`src/design/ssfxy_pkg.sv`:
```
// Shared types, constants and helper functions of the stereo sine XY synthesizer.
// No dependencies; used by ssfxy_ctrl, ssfxy_dp and the top level.
package ssfxy_pkg;

  localparam int SINE_TABLE_BITS = 10;
  localparam int DAC_BITS        = 12;
  localparam int SAMPLE_BITS     = 20;
  localparam int PHASE_W         = 32;
  localparam int POS_W           = SINE_TABLE_BITS - 2;
  localparam int CFG_IDX_W       = 3;
  localparam int CFG_DATA_W      = 32;
  localparam int SIN_W           = 19;
  localparam int ACC_W           = 40;

  // phase offsets, 32-bit turns
  localparam logic [31:0] OFS_0P2     = 32'd136713055;
  localparam logic [31:0] OFS_0P35    = 32'd239247846;
  localparam logic [31:0] OFS_0P4     = 32'd273426110;
  localparam logic [31:0] OFS_0P5     = 32'd341782638;
  localparam logic [31:0] OFS_0P7     = 32'd478495693;
  localparam logic [31:0] OFS_0P9     = 32'd615208748;
  localparam logic [31:0] OFS_1P0     = 32'd683565276;
  localparam logic [31:0] OFS_1P3     = 32'd888634858;
  localparam logic [31:0] OFS_QUARTER = 32'd1073741824;

  typedef enum logic [CFG_IDX_W-1:0] {
    REG_PRESET, REG_LPF_ALPHA, REG_HPF_ALPHA, REG_MUTED,
    REG_STEP, REG_CODE_MIN, REG_CODE_MAX, REG_CENTER
  } cfg_reg_t;

  typedef struct packed {
    logic [1:0]          preset;
    logic [15:0]         lpf_alpha;
    logic [15:0]         hpf_alpha;
    logic                muted;
    logic [31:0]         step;
    logic [DAC_BITS-1:0] code_min;
    logic [DAC_BITS-1:0] code_max;
    logic [DAC_BITS-1:0] center_code;
  } cfg_t;

  typedef enum logic [4:0] {
    OP_IDLE, OP_START, OP_SIN_PH, OP_SIN_X2, OP_SIN_T1, OP_SIN_T2, OP_SIN_S,
    OP_MAC, OP_PH_UPD, OP_MIX, OP_HP, OP_LP, OP_CODE_A, OP_CODE_B,
    OP_CODE_C, OP_CODE_D, OP_LOAD, OP_LOAD_CTR
  } op_t;

  typedef enum logic [4:0] {
    S_IDLE, S_SIN_PH, S_SIN_X2, S_SIN_T1, S_SIN_T2, S_SIN_S, S_MAC,
    S_PH_UPD, S_MIX, S_HP, S_LP, S_CODE_A, S_CODE_B, S_CODE_C, S_CODE_D,
    S_LOAD, S_LOAD_CTR
  } state_t;

  typedef struct packed {
    op_t        op;
    logic [2:0] term;
    logic [1:0] idx;
    logic       ch;
  } cmd_t;

  typedef struct packed {
    logic        right;
    logic [1:0]  src;
    logic [2:0]  mulk;
    logic [31:0] ofs;
    logic [15:0] weight;
  } term_t;

  function automatic term_t mk_term(logic right, logic [1:0] src, logic [2:0] mulk,
                                    logic [31:0] ofs, logic [15:0] weight);
    term_t t;
    t.right  = right;
    t.src    = src;
    t.mulk   = mulk;
    t.ofs    = ofs;
    t.weight = weight;
    return t;
  endfunction

  // one sine term of the weighted stereo sum
  function automatic term_t term_info(logic [1:0] preset, logic [2:0] term);
    term_t t;
    t = mk_term(1'b0, 2'd0, 3'd0, 32'd0, 16'd0);
    unique case (preset)
      2'd0: begin
        unique case (term)
          3'd0: t = mk_term(1'b0, 2'd0, 3'd1, 32'd0, 16'd39322);
          3'd1: t = mk_term(1'b0, 2'd1, 3'd1, 32'd0, 16'd14418);
          3'd2: t = mk_term(1'b0, 2'd2, 3'd1, 32'd0, 16'd7864);
          3'd3: t = mk_term(1'b0, 2'd3, 3'd1, 32'd0, 16'd3932);
          3'd4: t = mk_term(1'b1, 2'd0, 3'd1, OFS_0P9, 16'd39322);
          3'd5: t = mk_term(1'b1, 2'd1, 3'd1, OFS_0P4, 16'd13107);
          3'd6: t = mk_term(1'b1, 2'd2, 3'd1, OFS_1P3, 16'd9175);
          default: t = mk_term(1'b1, 2'd3, 3'd1, OFS_0P2, 16'd3932);
        endcase
      end
      2'd1: begin
        unique case (term)
          3'd0: t = mk_term(1'b0, 2'd0, 3'd1, 32'd0, 16'd51118);
          3'd1: t = mk_term(1'b0, 2'd1, 3'd1, 32'd0, 16'd14418);
          3'd2: t = mk_term(1'b1, 2'd0, 3'd1, OFS_QUARTER, 16'd51118);
          3'd3: t = mk_term(1'b1, 2'd1, 3'd1, OFS_0P35, 16'd14418);
          default: t = mk_term(1'b0, 2'd0, 3'd0, 32'd0, 16'd0);
        endcase
      end
      2'd2: begin
        unique case (term)
          3'd0: t = mk_term(1'b0, 2'd0, 3'd1, 32'd0, 16'd47186);
          3'd1: t = mk_term(1'b0, 2'd0, 3'd3, 32'd0, 16'd15729);
          3'd2: t = mk_term(1'b0, 2'd0, 3'd5, 32'd0, 16'd9175);
          3'd3: t = mk_term(1'b0, 2'd0, 3'd7, 32'd0, 16'd5243);
          3'd4: t = mk_term(1'b1, 2'd0, 3'd1, OFS_0P7, 16'd47186);
          3'd5: t = mk_term(1'b1, 2'd0, 3'd3, OFS_0P2, 16'd15729);
          3'd6: t = mk_term(1'b1, 2'd0, 3'd5, OFS_1P0, 16'd9175);
          default: t = mk_term(1'b1, 2'd0, 3'd7, OFS_0P5, 16'd5243);
        endcase
      end
      default: t = mk_term(1'b0, 2'd0, 3'd0, 32'd0, 16'd0);
    endcase
    return t;
  endfunction

  function automatic logic [3:0] num_terms(logic [1:0] preset);
    logic [3:0] n;
    unique case (preset)
      2'd0:    n = 4'd8;
      2'd1:    n = 4'd4;
      2'd2:    n = 4'd8;
      default: n = 4'd0;
    endcase
    return n;
  endfunction

  // tone frequency in units of 10 Hz for each accumulator
  function automatic logic [9:0] ph_mult(logic [1:0] preset, logic [1:0] idx);
    logic [9:0] k;
    k = 10'd0;
    unique case (preset)
      2'd0: begin
        unique case (idx)
          2'd0:    k = 10'd18;
          2'd1:    k = 10'd73;
          2'd2:    k = 10'd260;
          default: k = 10'd620;
        endcase
      end
      2'd1:    k = (idx == 2'd0) ? 10'd22 : ((idx == 2'd1) ? 10'd44 : 10'd0);
      2'd2:    k = (idx == 2'd0) ? 10'd21 : 10'd0;
      default: k = 10'd0;
    endcase
    return k;
  endfunction

  function automatic logic signed [SAMPLE_BITS-1:0] sat_sample(logic signed [47:0] v);
    logic signed [47:0] hi;
    logic signed [47:0] lo;
    hi = 48'sd1 <<< (SAMPLE_BITS - 1);
    lo = -hi;
    hi = hi - 48'sd1;
    if (v > hi) return hi[SAMPLE_BITS-1:0];
    if (v < lo) return lo[SAMPLE_BITS-1:0];
    return v[SAMPLE_BITS-1:0];
  endfunction

endpackage

```
`src/design/ssfxy_ctrl.sv`:
```
// Sequencer of the stereo sine XY synthesizer: issues one datapath op per cycle.
// OP_IDLE is issued while waiting for input or output. Depends on ssfxy_pkg.
module ssfxy_ctrl (
  input  logic              clk,
  input  logic              rst_n,
  input  ssfxy_pkg::cfg_t   cfg,
  input  logic              in_valid,
  input  logic              in_frame_start,
  output logic              in_stall,
  output logic              out_valid,
  input  logic              out_stall,
  output ssfxy_pkg::cmd_t   cmd
);

  ssfxy_pkg::state_t state_r, state_nxt;
  logic [2:0] term_r, term_nxt;
  logic [1:0] idx_r, idx_nxt;
  logic       ch_r, ch_nxt;
  logic       out_valid_r, out_valid_nxt;
  logic [3:0] nterms;
  logic       out_free;

  assign nterms   = ssfxy_pkg::num_terms(cfg.preset);
  assign out_free = !out_valid_r || !out_stall;
  assign in_stall  = (state_r != ssfxy_pkg::S_IDLE);
  assign out_valid = out_valid_r;

  always_ff @(posedge clk) begin
    if (!rst_n) begin
      state_r     <= ssfxy_pkg::S_IDLE;
      term_r      <= 3'd0;
      idx_r       <= 2'd0;
      ch_r        <= 1'b0;
      out_valid_r <= 1'b0;
    end else begin
      state_r     <= state_nxt;
      term_r      <= term_nxt;
      idx_r       <= idx_nxt;
      ch_r        <= ch_nxt;
      out_valid_r <= out_valid_nxt;
    end
  end

  always_comb begin
    state_nxt = state_r;
    term_nxt  = term_r;
    idx_nxt   = idx_r;
    ch_nxt    = ch_r;
    out_valid_nxt = out_valid_r && out_stall;
    cmd.op   = ssfxy_pkg::OP_IDLE;
    cmd.term = term_r;
    cmd.idx  = idx_r;
    cmd.ch   = ch_r;
    unique case (state_r)
      ssfxy_pkg::S_IDLE: begin
        if (in_valid) begin
          cmd.op   = ssfxy_pkg::OP_START;
          term_nxt = 3'd0;
          idx_nxt  = 2'd0;
          ch_nxt   = 1'b0;
          if (cfg.muted) begin
            if (in_frame_start) state_nxt = ssfxy_pkg::S_LOAD_CTR;
          end else if (nterms == 4'd0) begin
            state_nxt = ssfxy_pkg::S_PH_UPD;
          end else begin
            state_nxt = ssfxy_pkg::S_SIN_PH;
          end
        end
      end
      ssfxy_pkg::S_SIN_PH: begin
        cmd.op = ssfxy_pkg::OP_SIN_PH;
        state_nxt = ssfxy_pkg::S_SIN_X2;
      end
      ssfxy_pkg::S_SIN_X2: begin
        cmd.op = ssfxy_pkg::OP_SIN_X2;
        state_nxt = ssfxy_pkg::S_SIN_T1;
      end
      ssfxy_pkg::S_SIN_T1: begin
        cmd.op = ssfxy_pkg::OP_SIN_T1;
        state_nxt = ssfxy_pkg::S_SIN_T2;
      end
      ssfxy_pkg::S_SIN_T2: begin
        cmd.op = ssfxy_pkg::OP_SIN_T2;
        state_nxt = ssfxy_pkg::S_SIN_S;
      end
      ssfxy_pkg::S_SIN_S: begin
        cmd.op = ssfxy_pkg::OP_SIN_S;
        state_nxt = ssfxy_pkg::S_MAC;
      end
      ssfxy_pkg::S_MAC: begin
        cmd.op = ssfxy_pkg::OP_MAC;
        if ({1'b0, term_r} == nterms - 4'd1) begin
          idx_nxt   = 2'd0;
          state_nxt = ssfxy_pkg::S_PH_UPD;
        end else begin
          term_nxt  = term_r + 3'd1;
          state_nxt = ssfxy_pkg::S_SIN_PH;
        end
      end
      ssfxy_pkg::S_PH_UPD: begin
        cmd.op  = ssfxy_pkg::OP_PH_UPD;
        idx_nxt = idx_r + 2'd1;
        if (idx_r == 2'd3) state_nxt = ssfxy_pkg::S_MIX;
      end
      ssfxy_pkg::S_MIX: begin
        cmd.op    = ssfxy_pkg::OP_MIX;
        ch_nxt    = 1'b0;
        state_nxt = ssfxy_pkg::S_HP;
      end
      ssfxy_pkg::S_HP: begin
        cmd.op = ssfxy_pkg::OP_HP;
        state_nxt = ssfxy_pkg::S_LP;
      end
      ssfxy_pkg::S_LP: begin
        cmd.op = ssfxy_pkg::OP_LP;
        state_nxt = ssfxy_pkg::S_CODE_A;
      end
      ssfxy_pkg::S_CODE_A: begin
        cmd.op = ssfxy_pkg::OP_CODE_A;
        state_nxt = ssfxy_pkg::S_CODE_B;
      end
      ssfxy_pkg::S_CODE_B: begin
        cmd.op = ssfxy_pkg::OP_CODE_B;
        state_nxt = ssfxy_pkg::S_CODE_C;
      end
      ssfxy_pkg::S_CODE_C: begin
        cmd.op = ssfxy_pkg::OP_CODE_C;
        state_nxt = ssfxy_pkg::S_CODE_D;
      end
      ssfxy_pkg::S_CODE_D: begin
        cmd.op = ssfxy_pkg::OP_CODE_D;
        if (!ch_r) begin
          ch_nxt    = 1'b1;
          state_nxt = ssfxy_pkg::S_HP;
        end else begin
          state_nxt = ssfxy_pkg::S_LOAD;
        end
      end
      ssfxy_pkg::S_LOAD: begin
        if (out_free) begin
          cmd.op        = ssfxy_pkg::OP_LOAD;
          out_valid_nxt = 1'b1;
          state_nxt     = ssfxy_pkg::S_IDLE;
        end
      end
      ssfxy_pkg::S_LOAD_CTR: begin
        if (out_free) begin
          cmd.op        = ssfxy_pkg::OP_LOAD_CTR;
          out_valid_nxt = 1'b1;
          state_nxt     = ssfxy_pkg::S_IDLE;
        end
      end
      default: state_nxt = ssfxy_pkg::S_IDLE;
    endcase
  end

endmodule

```
`config.mk`:
```
export PLATFORM = sky130hd
export DESIGN_NAME = ssfxy_ctrl
export DESIGN_NICKNAME = d
export VERILOG_FILES = /design/src/design/ssfxy_pkg.sv /design/src/design/ssfxy_ctrl.sv
export SDC_FILE = /design/constraint.sdc
export NUM_CORES = 1
export LEC_CHECK = 0
export ABC_AREA = 1
export BUFFER_PORTS_ARGS = -buffer_cell sky130_fd_sc_hd__buf_2
export CORE_ASPECT_RATIO = 0.75
export CORE_MARGIN = 2
export CORE_UTILIZATION = 36
export CTS_CLUSTER_DIAMETER = 100
export DETAILED_ROUTE_END_ITERATION = 6
export PLACE_DENSITY_LB_ADDON = 0.15
export SYNTH_ARGS = -nofsm -noshare
export SYNTH_HDL_FRONTEND = slang
export SYNTH_SLANG_ARGS = --single-unit
```
`constraint.sdc`:
```
create_clock -name clk -period 2.7 [get_ports clk]
set_input_delay 0.135 -clock clk [delete_from_list [all_inputs] [get_ports clk]]
set_output_delay 0.135 -clock clk [all_outputs]
set_load 0.01 [all_outputs]
```
---- Word-level counts from Yosys, hierarchy flattened ----
Cells that the tools add are included.
Widths: inputs -> output; s select.
word-level totals
  word-level logic and storage cells ...... 75
  register bits ........................... 12
operators by class
  reduce and logical (&&, ||, !) cells .... 17
  add/subtract/negate cells ............... 3
  eq/ne operators ......................... 26
  mux-type cells .......................... 24
operators with widths
  operator            count
  $pmux 5 s17         1
  $pmux 5 s16         1
  $eq 5x4->1 const B  8
  $mux 5              7
  $eq 5x3->1 const B  4
  $mux 3              5
  $eq 5x2->1 const B  2
  $ne 2x2->1 const B  4
  $pmux 4 s2          1
  $pmux 2 s3          1
  $pmux 3 s2          1
  $reduce_and 3->1    2
  $reduce_bool 3->1   2
  $eq 5x1->1 const B  1
  $eq 5x5->1 const B  1
  $logic_not 5->1     1
  $reduce_bool 5->1   1
  $eq 2x2->1 const B  2
  $eq 3x4->1          1
  $logic_not 4->1     1
  $mux 1              4
  $mux 2              2
  $reduce_and 4->1    1
  $reduce_or 2->1     2
  other kinds (13)    14

---- Logic depth before layout (Yosys ltp) ----
Gate-level depths: netlist of the first run.
  depth in word-level cells ............... 8
  depth in mapped cells ................... 11
  gate-level depth less buffers ........... 11

---- Least setup slack after synthesis of the first run ----
Ideal clock, no wire load.
  path kind ............................... register -> register
  from .................................... register state_r[1]
  to ...................................... register term_r[0]
  stages on the path, launching flop included .. 10
  path buffers ............................ 0
  arrival time ............................ 1.153 ns
  path slack .............................. 1.434 ns
  setup time .............................. 0.113 ns
  required time ........................... 2.587 ns
  cell sequence ........................... dfxtp_1 > inv_2 > nor2_4 > nand2_2 > nor2_4 > nor2_2 > nor2_2 > inv_2 > o21ai_1 > inv_1
on the way
  longest elaborated chain between the ends .. 3
  elaborated cells on any way between the ends .. 7
  those cells by class .................... 3 x eq/ne; 1 x mux; 3 x reduce/logical
ends and longest elaborated chain
  what                                                       RTL line          text
  start, declared                                            ssfxy_ctrl.sv:15  ssfxy_pkg::state_t state_r, state_nxt;
  start signal, assigned                                     ssfxy_ctrl.sv:30  state_r <= ssfxy_pkg::S_IDLE;
  start signal, assigned                                     ssfxy_ctrl.sv:36  state_r <= state_nxt;
  $eq 5x3->1 or $logic_not 5->1 (tied branches)              ssfxy_ctrl.sv:54  unique case (state_r)
  $ne 2x2->1 (no line) or $reduce_bool 2->1 (tied branches)  -
  $reduce_and 3->1 (no line)                                 -
  end signal, assigned                                       ssfxy_ctrl.sv:37  term_r <= term_nxt;
  end, declared                                              ssfxy_ctrl.sv:16  logic [2:0] term_r, term_nxt;
Several ways; a longest one is shown, not always the timed one.
A chain may end at the register's enable or synchronous reset.

==> report_table.html, run 1 <==
<table>
<tr><th>Metric</th><th>Value</th></tr>
<tr><th colspan="2">Pwr</th></tr>
<tr><td>Standby leakage power</td><td>around 0.67 nW</td></tr>
<tr><td>Power per unit of standard cell area</td><td>roughly 1200 nW/µm²</td></tr>
<tr><td>VDD IR max</td><td>around 0.54 mV</td></tr>
<tr><td>Total chip power</td><td>between 1 and 1.5 mW</td></tr>
<tr><th colspan="2">Yosys</th></tr>
<tr><td>Syn Std Cell Area</td><td>between 1000 and 1500 µm²</td></tr>
<tr><td>Yosys warns</td><td>0</td></tr>
<tr><td>Number of storage elements in the synthesis netlist</td><td>12</td></tr>
<tr><td>Mean post-synth cell area</td><td>between 6 and 7 µm²</td></tr>
<tr><td>Mapped Nets</td><td>270</td></tr>
<tr><td>Cell count after synthesis</td><td>160</td></tr>
<tr><td>Number of distinct library cells after synthesis</td><td>25</td></tr>
<tr><td>Share of synthesized area occupied by flip-flops and latches</td><td>0.2362</td></tr>
<tr><th colspan="2">Worst hold path</th></tr>
<tr><td>End point of the most critical hold path</td><td>state_r[3]</td></tr>
<tr><td>Hold/Removal Path Class</td><td>in -&gt; reg</td></tr>
<tr><td>Count of cells along the worst hold path</td><td>3</td></tr>
<tr><td>Worst Hold Launch</td><td>rst_n</td></tr>
<tr><th colspan="2">STA</th></tr>
<tr><td>Highest achievable clock rate</td><td>around 550 MHz</td></tr>
<tr><td>Number of failing setup endpoints in the final timing report</td><td>0</td></tr>
<tr><td>Final Max Tran Viols</td><td>0</td></tr>
<tr><td>Maximum clock skew at final layout</td><td>0.3835 ps</td></tr>
<tr><td>Slew at the pin with the worst max-slew slack</td><td>~350 ps</td></tr>
<tr><td>Slew Limit Headroom</td><td>0.7646</td></tr>
<tr><td>Setup TNS</td><td>0 ps</td></tr>
<tr><td>Final Hold Viols</td><td>0</td></tr>
<tr><td>Unrepaired setup endpoints after global routing</td><td>false</td></tr>
<tr><td>Part of the cycle the worst path needs</td><td>0.6793</td></tr>
<tr><td>Post-layout min period</td><td>1834 ps</td></tr>
<tr><th colspan="2">Critical path</th></tr>
<tr><td>Reg2reg end</td><td>state_r[3]</td></tr>
<tr><td>Startpoint type of the worst setup path</td><td>flip-flop</td></tr>
<tr><td>Worst path required time</td><td>2570 ps</td></tr>
<tr><td>Data arrival time of the critical path</td><td>approximately 1700 ps</td></tr>
<tr><td>Biggest cell delay along the critical path</td><td>530 ps</td></tr>
<tr><td>Worst-path cell with the longest stage delay</td><td>sky130_fd_sc_hd__dfxtp_1</td></tr>
<tr><td>Worst-case reg-to-reg path depth</td><td>9</td></tr>
<tr><td>Worst-case register-to-register setup slack</td><td>between 1000 and 1500 ps</td></tr>
<tr><td>R2R Path Start</td><td>state_r[4]</td></tr>
<tr><td>Top cell family by delay on the critical path</td><td>simple AND/OR/NAND/NOR gates</td></tr>
<tr><td>Critical path buffers and inverters</td><td>4</td></tr>
<tr><td>Cells traversed along the worst timing path</td><td>inv_4 -&gt; nand3_2 -&gt; nor2_1 -&gt; nor2_1 -&gt; inv_1 -&gt; nor3_2 -&gt; inv_1 -&gt; buf_2</td></tr>
<tr><td>Kind of capture point of the worst setup path</td><td>output port</td></tr>
<tr><td>Critical path peak fanout</td><td>7</td></tr>
<tr><td>Critical path type</td><td>reg -&gt; out</td></tr>
<tr><th colspan="2">Detailed routing</th></tr>
<tr><td>Post-DR wirelength/cell</td><td>~11 µm</td></tr>
<tr><td>Detailed-route vias per instance</td><td>~4.6</td></tr>
<tr><td>Iter 0 DRT Violations</td><td>50</td></tr>
<tr><td>Wire length reported by the detailed router</td><td>between 2000 and 2500 µm</td></tr>
<tr><td>Number of detailed-route iterations in the first pass</td><td>4</td></tr>
<tr><td>Total number of vias</td><td>1010</td></tr>
<tr><td>Post-DRT Antenna Nets</td><td>0</td></tr>
<tr><td>DRC viols</td><td>0</td></tr>
<tr><th colspan="2">Layout</th></tr>
<tr><td>Leading cell types in the layout, fill and taps excluded</td><td>sky130_fd_sc_hd__nand2_1 (42), sky130_fd_sc_hd__nor2_1 (20), sky130_fd_sc_hd__buf_2 (20), sky130_fd_sc_hd__inv_1 (17), sky130_fd_sc_hd__a21oi_1 (13)</td></tr>
<tr><td>Share of cells above drive strength 1</td><td>0.3279</td></tr>
<tr><td>Area occupied by multi-input gates</td><td>between 600 and 700 µm²</td></tr>
<tr><td>Area overhead of the layout relative to synthesis</td><td>18.94%</td></tr>
<tr><td>Commonest non-fill, non-tap cell in the layout</td><td>sky130_fd_sc_hd__nand2_1</td></tr>
<tr><td># fillers</td><td>278</td></tr>
<tr><td>End-of-flow core utilization</td><td>0.4579</td></tr>
<tr><td># nets final</td><td>294</td></tr>
<tr><td>Number of inserted diodes</td><td>0</td></tr>
<tr><td>Footprint of the flip-flops and latches</td><td>approximately 240 µm²</td></tr>
<tr><th colspan="2">GRT</th></tr>
<tr><td>Global-route wire length before repair</td><td>4071 µm</td></tr>
<tr><td>Total track usage</td><td>0.1637</td></tr>
<tr><td>Pin count of the biggest net entering global routing</td><td>11</td></tr>
<tr><td>Vias in the first global route</td><td>873</td></tr>
<tr><td>Number of antenna violations at the first check in global routing</td><td>0</td></tr>
<tr><td>Global route overflow</td><td>0</td></tr>
<tr><th colspan="2">Die</th></tr>
<tr><td>Floorplan die width</td><td>about 65 µm</td></tr>
<tr><td>I/O pin total</td><td>approximately 120</td></tr>
<tr><td>Die boundary height</td><td>approximately 50 µm</td></tr>
<tr><td>Std-Cell Rows</td><td>16</td></tr>
<tr><td>CORE AREA</td><td>roughly 2600 µm²</td></tr>
<tr><td>Die ar.</td><td>around 3300 µm²</td></tr>
<tr><td>Starting Density</td><td>0.3849</td></tr>
<tr><th colspan="2">Placement</th></tr>
<tr><td>Weighted congestion reported at the end of routability-driven placement</td><td>0.8843</td></tr>
<tr><td>DP HPWL</td><td>between 1500 and 2000 µm</td></tr>
<tr><td>Quantity of I/O buffers inserted on ports</td><td>20</td></tr>
<tr><th colspan="2">Clocking</th></tr>
<tr><td>Clk Latency, worst-skew pair</td><td>between 200 and 250 ps</td></tr>
<tr><td>Number of buffers created by CTS</td><td>3</td></tr>
<tr><td>H-tree level count</td><td>1</td></tr>
<tr><td>Number of cells upsized or downsized after cts</td><td>0</td></tr>
<tr><td>CTS tree</td><td>done</td></tr>
<tr><td>Hold-fix buffers at CTS</td><td>0</td></tr>
<tr><td>Clk sinks</td><td>12</td></tr>
<tr><td>Buffers from clock root to sink, at most</td><td>2</td></tr>
<tr><td>Post-CTS setup buffer count</td><td>0</td></tr>
<tr><td>Clock Tree Root</td><td>sky130_fd_sc_hd__clkbuf_8</td></tr>
<tr><td>Clock transition time at the flip-flop clock pins of the worst setup and hold paths</td><td>approximately 60 ps</td></tr>
<tr><th colspan="2">Job</th></tr>
<tr><td>Max-capacitance violation count</td><td>0</td></tr>
<tr><th colspan="2">Outcome</th></tr>
<tr><td>Run status</td><td>finished clean</td></tr>
</table>
synth_stat cells, drive strengths merged:
cell | number | area share
xor2 | 1 | 0.0086
nand3 | 10 | 0.064
nand4 | 2 | 0.012
inv | 25 | 0.095
o211ai | 1 | 0.0074
ha | 2 | 0.025
clkinv | 1 | 0.0037
o21bai | 1 | 0.0074
or2 | 1 | 0.0062
nor2 | 31 | 0.17
a21oi | 13 | 0.064
dfxtp | 12 | 0.24
o21ai | 3 | 0.015
nor3 | 1 | 0.0098
nand2 | 55 | 0.26
buf | 1 | 0.0074
layout make-up:
class	count	share of cell area
repair buffers	20	0.08273
clock buffers	4	0.04550
flip-flops and latches	12	0.1986
inverters	26	0.08273
multi-input cells	121	0.5533
well taps	36	0.03723
worst reg2reg max path: stages, from the launching register on:
cell                      delay, ps
sky130_fd_sc_hd__dfxtp_1        530
sky130_fd_sc_hd__inv_4          110
sky130_fd_sc_hd__nand3_2        110
sky130_fd_sc_hd__nor2_1          50
sky130_fd_sc_hd__nor2_1         190
sky130_fd_sc_hd__inv_1           80
sky130_fd_sc_hd__nor3_2         200
sky130_fd_sc_hd__nand2_1         90
sky130_fd_sc_hd__nand2_1         60
sky130_fd_sc_hd__nor2_1          30
metrics by stage:
step / worst slack, ps / area (µm²) / hold slack (ps) / std cells
after detailed placement: 1150 / 1155 / 390.2 / 215
after CTS: 870.5 / 1210 / 130.6 / 219
final: 865.9 / 1210 / 140.1 / 219
after global placement: 1114 / 1155 / 395.7 / 215
after floorplan: 1434 / 1017 / 255.6 / 160
after global routing: 684.4 / 1210 / 145.8 / 219
flip-flops by register name, summed over array words and instances, names as in the netlist:
register,flops
state_r,5
term_r,3
out_valid,1
idx_r,2
ch_r,1
power breakdown:
part / leakage [nW] / internal (mW) / total (mW) / switching (mW)
logic: 0.546 / 0.340 / 0.981 / 0.641
clock network: 0.0288 / 0.129 / 0.201 / 0.0720
registers: 0.0973 / 0.214 / 0.287 / 0.0731
total: 0.672 / 0.683 / 1.47 / 0.786
how the worst max path moves through the flow:
stage	startpoint	endpoint	slack, ps	depth (start not counted)
floorplan	state_r[1]	term_r[0]	1430	9
global placement	state_r[4]	cmd[9]	1110	8
detailed placement	state_r[4]	cmd[9]	1150	8
CTS	state_r[4]	cmd[9]	870	8
global route	state_r[4]	cmd[9]	680	8
finish	state_r[4]	cmd[9]	870	8
logic make-up (layout without fill, tap and decap cells):
group                    Yosys count  after routing  share of synthesized area
buffers and inverters             27             50                     0.1058
AO/OA/AOI/OAI                     18             18                    0.09348
adder cells (fa/ha/maj)            2              2                    0.02460
flip-flops                        12             12                     0.2362
AND/OR/NAND/NOR                  100            100                     0.5314
XOR/XNOR                           1              1                   0.008612
metal layers:
metal,up-vias,wire [µm],global-route usage
met5,-,0,0
li1,544,-,-
met2,22,969,0.2228
met4,0,4,0.02083
met3,2,105,0.05023
met1,442,1313,0.2545
No activity file was read; power rests on OpenSTA's default activity.
==> inputs of run 2 (changes only) <==
--- a/config.mk
+++ b/config.mk
@@ -9,7 +9,7 @@
 export BUFFER_PORTS_ARGS = -buffer_cell sky130_fd_sc_hd__buf_2
 export CORE_ASPECT_RATIO = 0.75
 export CORE_MARGIN = 2
-export CORE_UTILIZATION = 36
+export CORE_UTILIZATION = 33
 export CTS_CLUSTER_DIAMETER = 100
 export DETAILED_ROUTE_END_ITERATION = 6
 export PLACE_DENSITY_LB_ADDON = 0.15
==> constraint.sdc (replaced) <==
create_clock -name clk -period 1.85 [get_ports clk]
set_input_delay 0.0925 -clock clk [delete_from_list [all_inputs] [get_ports clk]]
set_output_delay 0.0925 -clock clk [all_outputs]
set_load 0.01 [all_outputs]
==> run 2 against run 1 <==
Compared with the run above: final cell count grew 0.91%; combinational power increased by 47%; register-to-register slack got worse by 770 ps; sequential share of layout area rose by 0.31 points; worst hold slack got worse by 50 ps; wire length is essentially flat; clock skew is 3.6 ps higher; power rose by 42%; critical path type unchanged; via count shrank 3.0%; clock power up 20%; die area grew 8.4%; largest power group unchanged.
==> report_table.html, run 2 (synthesized netlist as in run 1, its figures left out) <==
<table>
<tr><th>Metric</th><th>Value</th></tr>
<tr><th colspan="2">Outcome</th></tr>
<tr><td>Run status</td><td>finished clean (unchanged)</td></tr>
<tr><th colspan="2">Die</th></tr>
<tr><td>Std-Cell Rows</td><td>17 (was 16)</td></tr>
<tr><td>Starting Density</td><td>0.3465 (was 0.3849)</td></tr>
<tr><td>CORE AREA</td><td>2935 µm² (was 2643 µm²)</td></tr>
<tr><td>I/O pin total</td><td>121 (unchanged)</td></tr>
<tr><td>Die ar.</td><td>3547 µm² (was 3271 µm²)</td></tr>
<tr><td>Floorplan die width</td><td>68.11 µm (was 65.38 µm)</td></tr>
<tr><td>Die boundary height</td><td>52.08 µm (was 50.04 µm)</td></tr>
<tr><th colspan="2">Layout</th></tr>
<tr><td>Largest reg by FF count</td><td>state_r (unchanged)</td></tr>
<tr><td>Number of inserted diodes</td><td>0 (unchanged)</td></tr>
<tr><td># nets final</td><td>295 (was 294)</td></tr>
<tr><td>Commonest non-fill, non-tap cell in the layout</td><td>sky130_fd_sc_hd__nand2_1 (unchanged)</td></tr>
<tr><td>Final cell area excluding filler cells</td><td>1210 µm² (unchanged)</td></tr>
<tr><td>Leading cell types in the layout, fill and taps excluded</td><td>sky130_fd_sc_hd__nand2_1 (42), sky130_fd_sc_hd__nor2_1 (20), sky130_fd_sc_hd__buf_2 (20), sky130_fd_sc_hd__inv_1 (17), sky130_fd_sc_hd__a21oi_1 (13) (unchanged)</td></tr>
<tr><td>Area occupied by multi-input gates</td><td>669.4 µm² (unchanged)</td></tr>
<tr><td>Largest regs</td><td>state_r (5), term_r (3), idx_r (2) (unchanged)</td></tr>
<tr><td>Footprint of the flip-flops and latches</td><td>244.0 µm² (was 240.2 µm²)</td></tr>
<tr><td>Share of cells above drive strength 1</td><td>0.3443 (was 0.3279)</td></tr>
<tr><td>Area overhead of the layout relative to synthesis</td><td>18.94% (unchanged)</td></tr>
<tr><td>Largest register FFs</td><td>5 (unchanged)</td></tr>
<tr><td># fillers</td><td>334 (was 278)</td></tr>
<tr><th colspan="2">STA</th></tr>
<tr><td>Highest achievable clock rate</td><td>between 500 and 600 MHz</td></tr>
<tr><td>Setup TNS</td><td>0 ps (unchanged)</td></tr>
<tr><td>Final Max Tran Viols</td><td>0 (unchanged)</td></tr>
<tr><td>Number of failing setup endpoints in the final timing report</td><td>0 (unchanged)</td></tr>
<tr><td>Maximum clock skew at final layout</td><td>3.958 ps (was 0.3835 ps)</td></tr>
<tr><td>Final Hold Viols</td><td>0 (unchanged)</td></tr>
<tr><td>Slew Limit Headroom</td><td>0.8060 (was 0.7646)</td></tr>
<tr><td>Slew at the pin with the worst max-slew slack</td><td>289.2 ps (was 352.7 ps)</td></tr>
<tr><td>Post-layout min period</td><td>1727 ps</td></tr>
<tr><td>Part of the cycle the worst path needs</td><td>0.9333</td></tr>
<tr><td>Unrepaired setup endpoints after global routing</td><td>false (unchanged)</td></tr>
<tr><th colspan="2">GRT</th></tr>
<tr><td>Global route overflow</td><td>0 (unchanged)</td></tr>
<tr><td>Vias in the first global route</td><td>897 (was 873)</td></tr>
<tr><td>Total track usage</td><td>0.1547 (was 0.1637)</td></tr>
<tr><td>Global-route wire length before repair</td><td>3995 µm (was 4071 µm)</td></tr>
<tr><td>Number of antenna violations at the first check in global routing</td><td>0 (unchanged)</td></tr>
<tr><td>Pin count of the biggest net entering global routing</td><td>11 (unchanged)</td></tr>
<tr><th colspan="2">Pwr</th></tr>
<tr><td>Standby leakage power</td><td>0.6710 nW (was 0.6717 nW)</td></tr>
<tr><td>Switching Fraction</td><td>0.5353 (was 0.5350)</td></tr>
<tr><td>Power per unit of standard cell area</td><td>1726 nW/µm² (was 1214 nW/µm²)</td></tr>
<tr><td>Cell internal pwr</td><td>0.9706 mW (was 0.6831 mW)</td></tr>
<tr><td>Sw power</td><td>1.118 mW (was 0.7859 mW)</td></tr>
<tr><td>VDD IR max</td><td>0.8044 mV (was 0.5373 mV)</td></tr>
<tr><td>Part of the total power dissipated in combinational logic</td><td>0.689 (was 0.668)</td></tr>
<tr><td>Clock power frac</td><td>0.116 (was 0.137)</td></tr>
<tr><td>Sequential share of power</td><td>0.196 (was 0.195)</td></tr>
<tr><th colspan="2">Detailed routing</th></tr>
<tr><td>Number of detailed-route iterations in the first pass</td><td>4 (unchanged)</td></tr>
<tr><td>Post-DR wirelength/cell</td><td>10.84 µm (was 10.93 µm)</td></tr>
<tr><td>Post-DRT Antenna Nets</td><td>0 (unchanged)</td></tr>
<tr><td>Wire length reported by the detailed router</td><td>2395 µm (was 2394 µm)</td></tr>
<tr><td>Detailed-route vias per instance</td><td>4.434 (was 4.612)</td></tr>
<tr><td>DRC viols</td><td>0 (unchanged)</td></tr>
<tr><td>Iter 0 DRT Violations</td><td>41 (was 50)</td></tr>
<tr><td>Total number of vias</td><td>980 (was 1010)</td></tr>
<tr><th colspan="2">Clocking</th></tr>
<tr><td>Post-CTS setup buffer count</td><td>0 (unchanged)</td></tr>
<tr><td>Clock Tree Root</td><td>sky130_fd_sc_hd__clkbuf_8 (unchanged)</td></tr>
<tr><td>Number of buffers created by CTS</td><td>3 (unchanged)</td></tr>
<tr><td>H-tree level count</td><td>1 (unchanged)</td></tr>
<tr><td>Clk sinks</td><td>12 (unchanged)</td></tr>
<tr><td>Buffers from clock root to sink, at most</td><td>2 (unchanged)</td></tr>
<tr><td>Clock transition time at the flip-flop clock pins of the worst setup and hold paths</td><td>60 ps (about the same)</td></tr>
<tr><td>Hold-fix buffers at CTS</td><td>0 (unchanged)</td></tr>
<tr><td>Clk Latency, worst-skew pair</td><td>240 ps (about the same)</td></tr>
<tr><td>CTS tree</td><td>done (unchanged)</td></tr>
<tr><th colspan="2">Critical path</th></tr>
<tr><td>Top cell family by delay on the critical path</td><td>simple AND/OR/NAND/NOR gates (unchanged)</td></tr>
<tr><td>Critical path buffers and inverters</td><td>4 (unchanged)</td></tr>
<tr><td>Kind of capture point of the worst setup path</td><td>output port (unchanged)</td></tr>
<tr><td>Worst path required time</td><td>1760 ps (was 2570 ps)</td></tr>
<tr><td>Worst-path cell with the longest stage delay</td><td>sky130_fd_sc_hd__dfxtp_1 (unchanged)</td></tr>
<tr><td>Critical path type</td><td>reg -&gt; out (unchanged)</td></tr>
<tr><td>Cells traversed along the worst timing path</td><td>inv_2 -&gt; nand2_4 -&gt; nor2_1 -&gt; nor2_1 -&gt; inv_1 -&gt; nor3_2 -&gt; inv_1 -&gt; buf_2 (was inv_4 -&gt; nand3_2 -&gt; nor2_1 -&gt; nor2_1 -&gt; inv_1 -&gt; nor3_2 -&gt; inv_1 -&gt; buf_2)</td></tr>
<tr><td>Startpoint type of the worst setup path</td><td>flip-flop (unchanged)</td></tr>
<tr><td>Data arrival time of the critical path</td><td>1630 ps (was 1700 ps)</td></tr>
<tr><td>Critical path peak fanout</td><td>5 (was 7)</td></tr>
<tr><td>Biggest cell delay along the critical path</td><td>440 ps (was 530 ps)</td></tr>
<tr><th colspan="2">Placement</th></tr>
<tr><td>DP HPWL</td><td>1919 µm (was 1978 µm)</td></tr>
<tr><td>Weighted congestion reported at the end of routability-driven placement</td><td>0.8588 (was 0.8843)</td></tr>
<tr><td>Cell area reported after detailed placement</td><td>1165 µm² (was 1155 µm²)</td></tr>
<tr><td>Quantity of I/O buffers inserted on ports</td><td>20 (unchanged)</td></tr>
<tr><th colspan="2">Worst hold path</th></tr>
<tr><td>Hold/Removal Path Class</td><td>in -&gt; reg (unchanged)</td></tr>
<tr><th colspan="2">Job</th></tr>
<tr><td>Max-capacitance violation count</td><td>0 (unchanged)</td></tr>
</table>
## run 2: cell types whose count changed in the layout (fill, tap and decap cells not counted)
cell,delta
sky130_fd_sc_hd__buf_4,+1
sky130_fd_sc_hd__dfxtp_2,+3
sky130_fd_sc_hd__clkbuf_8,-1
sky130_fd_sc_hd__dfxtp_1,-3
## run 2: metal layers
layer	GRT usage	routed length (µm)	vias up	part of all wire
met1	0.2424	1357	415	0.57
met3	0.04545	131	2	0.055
met2	0.2087	895	22	0.37
met4	0.02000	10	0	0.0042
met5	0	0	-	0
li1	-	-	541	-
## run 2: repair_timing
item,CTS,global route
gates resized for setup,0,3
setup endpoints to repair,0,1
hold endpoints to repair,0,0
## run 2: cell type report
cell class                      count  share of cell area
Timing Repair Buffer               21             0.08893
Inverter                           26             0.08273
Sequential cell                    12              0.2017
Tap cell                           38             0.03930
Multi-Input combinational cell    121              0.5533
Clock buffer                        3             0.03413
## run 2: path summary, 6_finish.rpt
path | from | endpoint | slack [ps] | cells after the start
hold / removal | rst_n | state_r[3] | 90 | 3
setup / recovery | state_r[1] | cmd[9] | 120 | 8
hold reg to reg | term_r[1] | term_r[1] | 480 | 2
setup reg to reg | state_r[1] | state_r[3] | 390 | 9
## run 2: per-stage QoR
step | power (mW) | instances | hold slack (ps) | setup WS [ps] | utilization
3_3_place_gp | 1.844 | 218 | 344.6 | 378.4 | 0.3968
4_1_cts | 2.095 | 221 | 90.88 | 126.7 | 0.4109
3_5_place_dp | 1.841 | 218 | 344.4 | 396.4 | 0.3968
2_1_floorplan | 1.500 | 160 | 213.1 | 584.2 | -
6_report | 2.089 | 221 | 89.77 | 123.4 | 0.4122
5_1_grt | 2.307 | 221 | 101.9 | 9.651 | 0.4122
## run 2: tightest hold or removal path, cell delays in order
cell and delay (ps):
sky130_fd_sc_hd__buf_2 110, sky130_fd_sc_hd__nand2_1 60, sky130_fd_sc_hd__nor2_1 30
## run 2: power groups by stage
stage               clock, mW  sequential [mW]  combinational, mW
finish                  0.241            0.409               1.44
global route            0.264            0.420               1.62
CTS                     0.248            0.402               1.45
detailed placement          0            0.405               1.44
global placement            0            0.409               1.44
floorplan                   0            0.403               1.10
